File: config.mk
export PLATFORM = sky130hd
export DESIGN_NAME = stts_div3
export DESIGN_NICKNAME = d
export VERILOG_FILES = /design/src/hw/rtl/stts_div3.sv
export SDC_FILE = /design/constraint.sdc
export NUM_CORES = 1
export LEC_CHECK = 0
export BUFFER_PORTS_ARGS = -buffer_cell sky130_fd_sc_hd__buf_2
export CAP_MARGIN = 10
export CORE_MARGIN = 2
export CORE_UTILIZATION = 40
export CTS_CLUSTER_SIZE = 16
export DETAILED_ROUTE_END_ITERATION = 16
export PLACE_DENSITY_LB_ADDON = 0.3
export SYNTH_ARGS = -nofsm -noshare
export SYNTH_HDL_FRONTEND = slang
export SYNTH_SLANG_ARGS = --single-unit
File: constraint.sdc
create_clock -name clk_i -period 10.58 [get_ports clk_i]
set_clock_uncertainty 0.05 [all_clocks]
set_input_delay 1.058 -clock clk_i [delete_from_list [all_inputs] [get_ports clk_i]]
set_output_delay 1.058 -clock clk_i [all_outputs]
set_load 0.005 [all_outputs]
File: src/hw/rtl/stts_div3.sv
// Two-stage divide-by-three unit: reciprocal multiply, then one correction.
// Depends on nothing; shared by every probe round of the search sequencer.
module stts_div3 #(
  parameter int W = 10
) (
  input  logic         clk_i,
  input  logic [W-1:0] x_i,
  output logic [W-1:0] q_o
);

  // floor(2^W / 3): estimate is exact or one short
  localparam logic [W-1:0] RECIP = W'((2 ** W) / 3);

  logic [2*W-1:0] prod_q;
  logic [W-1:0]   x_q;
  logic [W-1:0]   est;
  logic [W+1:0]   est3;
  logic [W+1:0]   rem;
  logic [W-1:0]   q_q;

  // Stage one: multiply by the reciprocal
  always_ff @(posedge clk_i) begin
    prod_q <= {{W{1'b0}}, x_i} * {{W{1'b0}}, RECIP};
    x_q    <= x_i;
  end

  // Stage two: bump the estimate when the remainder reaches three
  assign est  = prod_q[2*W-1:W];
  assign est3 = {2'b00, est} + {1'b0, est, 1'b0};
  assign rem  = {2'b00, x_q} - est3;

  always_ff @(posedge clk_i) begin
    if (rem >= (W+2)'(3)) begin
      q_q <= est + W'(1);
    end else begin
      q_q <= est;
    end
  end

  assign q_o = q_q;

endmodule

---- Word level (Yosys, flattened, before mapping) ----
Cells that the tools add are included.
word-level totals
  flip-flop bits (word level) ............. 39
  input port bits ......................... 11
  output and inout bits ................... 10
  word-level logic and storage cells ...... 10
operators by class
  add/subtract/negate cells ............... 3
  $mul .................................... 1
  $lt $le $gt $ge ......................... 1
  mux-type cells .......................... 1
operators with widths
  cell                   count
  $mul 10x9->19 const B  1
  $ge 12x2->1 const B    1
  $sub 10x11->12         1
  $add 9x10->11          1
  $add 9x1->10 const B   1
  $mux 9                 1

---- Depth between registers and ports, before layout ----
  depth in word-level cells ............... 4
  depth in mapped cells ................... 14
  depth with buffers taken out ............ 14

---- Worst setup path before layout ----
OpenSTA, ideal clock, no wires.
  path type ............................... input to register
  start point ............................. input port x_i[1]
  end point ............................... register prod_q[18]
  setup time .............................. 127 ps
  data arrival time ....................... 4274 ps
  data required time ...................... 10403 ps
  slack ................................... 6129 ps
  stages on the path ...................... 14
  path buffers ............................ 0
  cell sequence ........................... ha_1 > inv_1 > fa_1 > fa_1 > inv_1 > fa_1 > ha_1 > a21o_1 > a21oi_1 > a31oi_1 > a21o_1 > nor4_1 > nor3_1 > xor2_1
on the way
  cells in the longest elaborated chain, start to end .. 1
ends and longest elaborated chain
  element               RTL line  text
  from (decl)           7         input logic [W-1:0] x_i,
  $mul 10x9->19         23        prod_q <= {{W{1'b0}}, x_i} * {{W{1'b0}}, RECIP};
  to (signal assigned)  23
  to (decl)             14        logic [2*W-1:0] prod_q;
Every way passes these cells.
A chain may end at the register's enable or synchronous reset.

---- Final worst setup path ----
Same ends and word-level chain as after synthesis.

==> results.yml <==
cts:
  cts.sinks: 29
  tritoncts: "done"
  cts_buffers: 5
  clock_latency_ns: 0.28
  cts_hold_buf: 0
  h-tree-depth: 2
  post_cts_buffers: 0
  cts_buffer_depth: 2
  ctsResizeCount: 0
  path_clk_slew_ns: 0.06
  ctsRootBufferMaster: "clkbuf_8"
route:
  post_drt_wl_per_cell_um: 13.3
  vias_per_cell: 4.86
  firstDrtPassIters: 4
  drtIter0Drc: 42
  routed_wl_um: 5360
  final_antenna_net_count: 0
  vias: 1960
  drc_errors: 0
worst_setup_path:
  start_kind: "primary input"
  end_kind: "register"
  worstPathRequired_ns: 10.69
  crit_fanout: 4
  arrival_ns: 4.60
  crit_type: "in -> reg"
yosys:
  syn_nets: 380
  syn_inst: 280
  avgSynthCellArea_um2: 10.3
  synth.distinct_cells: 42
  syn_area_um2: 2870
  seq_area_frac_synth_pct: 20.2
  synth_seq_cells: 29
  yosysWarnings: 0
sta:
  fin_crit_ns: 4.49
  finalHoldViolations: 0
  worst_pin_slew_ns: 0.783
  tns_ns: 0
  slew_violations: 0
  max_freq_mhz: 223
  fin_crit_sh_pct: 42.5
  slew_headroom_pct: 47.4
  rsz0062_at_grt: "no"
  setup_viol: 0
final_layout:
  diodes: 0
  stdcell_count: 403
  layout_commonest_cell: "ha_1"
  nets: 406
  nFillCells: 675
  syn_to_final_growth_pct: 11.3
  final_cell_mix: "ha_1 (63), inv_1 (53), dfxtp_1 (29)"
  drive_gt1_share_pct: 10.7
global_route:
  grt_first_pass_wirelength_um: 9100
  grt_pass1_vias: 1957
  grt.overflow.total: 0
  grt_usage_pct: 15.4
  grt_max_degree: 11
  antenna_found_initial: 0
floorplan:
  dieArea_um2: 7870
  start_util_pct: 41.8
  dieWidth_um: 88.7
  ios: 21
  core.rowCount: 30
  coreArea_um2: 6870
  die_h_um: 88.7
placed_design:
  io_buffers: 20
  dpl.hpwl_um: 4700
  globalplace.congestion: 0.849
  dp.cells: 395
run_status:
  status: "finished, final reports clean"
worst_hold_path:
  worstHoldPathType: "reg -> reg"
power_and_ir_drop:
  leakage_nw: 1.61
  power_density_nw_per_um2: 332
  ir_worst_vdd_uv: 156
run:
  maxCapViolations: 0
==> layer usage <==
layer	GRT usage [%]	wire, µm	vias to the layer above
li1	-	-	997
met3	2.33	135	8
met2	26.5	2690	26
met5	0	0	-
met4	5.65	87	0
met1	19.4	2450	929
==> registers in the layout (all words and copies together) (netlist names) <==
name,count
prod_q,9
q_o,10
x_q,10
==> synthesized netlist by cell type, drive strengths merged <==
master	instances	area, µm²
a2111oi	2	36.3
a21o	5	37.5
a21oi	8	40.0
a31oi	2	12.5
a32oi	1	8.76
a41o	1	10.0
and2	1	6.26
and3	2	17.5
and3b	1	8.76
and4	2	17.5
and4b	2	20.0
buf	1	11.3
dfxtp	29	581
fa	26	521
ha	63	788
inv	53	199
mux2i	1	10.0
nand2	5	18.8
nand2b	1	6.26
nand3	2	10.0
nor2	13	48.8
nor2b	4	25.0
nor3	6	30.0
nor3b	3	22.5
nor4	2	12.5
o2111a	1	11.3
o2111ai	4	52.6
o211ai	3	22.5
o21a	2	15.0
o21ai	6	33.8
o21bai	3	22.5
o221a	1	11.3
o22ai	1	6.26
o31ai	1	7.51
or2	1	6.26
xnor2	18	158
xor2	3	26.3
==> worst max-delay path: stages <==
cell	delay, ns
buf_2	0.11
ha_1	0.31
inv_1	0.13
fa_1	0.45
fa_1	0.51
inv_1	0.05
fa_1	0.46
ha_1	0.34
a21o_1	0.16
a21oi_1	0.18
a31oi_1	0.15
a21o_1	0.25
nor4_1	0.18
nor3_1	0.11
xor2_1	0.14
==> power by group <==
| part | switching, mW | internal [mW] |
|---|---|---|
| registers | 0.0310 | 0.148 |
| logic | 0.431 | 0.335 |
| clock network | 0.0390 | 0.0766 |
==> metrics by stage <==
step | worst slack [ns] | instance area (µm²) | power (mW) | utilization (%) | hold slack, ns
after floorplan | 6.13 | 2870 | 0.795 | - | 0.434
after global placement | 5.89 | 3080 | 0.935 | 44.8 | 0.479
after detailed placement | 5.77 | 3080 | 0.949 | 44.8 | 0.485
after CTS | 6.08 | 3200 | 1.07 | 46.5 | 0.490
after global routing | 5.82 | 3200 | 1.18 | 46.5 | 0.496
final | 6.09 | 3200 | 1.06 | 46.5 | 0.486
==> final timing paths <==
kind,start,cells after the start,slack [ns],end
worst max-delay path,x_i[1],15,6.09,prod_q[18]
worst max register to register,prod_q[16],10,7.30,q_o[1]
worst min-delay path,prod_q[17],1,0.49,q_o[7]
worst min register to register,prod_q[17],1,0.49,q_o[7]
==> cell type report <==
type / count / area, µm² / area share (%)
multi-input cells: 197 / 2080 / 65.1
flip-flops and latches: 29 / 581 / 18.2
inverters: 53 / 199 / 6.22
well taps: 96 / 120 / 3.76
repair buffers: 20 / 100 / 3.13
clock buffers: 7 / 86.3 / 2.70
clock inverters: 1 / 30.0 / 0.939
==> cells by family after synthesis <==
kind of cell	after synthesis	share of synthesized area [%]
fa+ha+maj	89	45.6
xor+xnor	21	6.41
compound gates	41	11.4
mux	1	0.349
simple gates	45	8.72
buf+inv	54	7.32
flops	29	20.2
(Power assumes the default switching activity.)
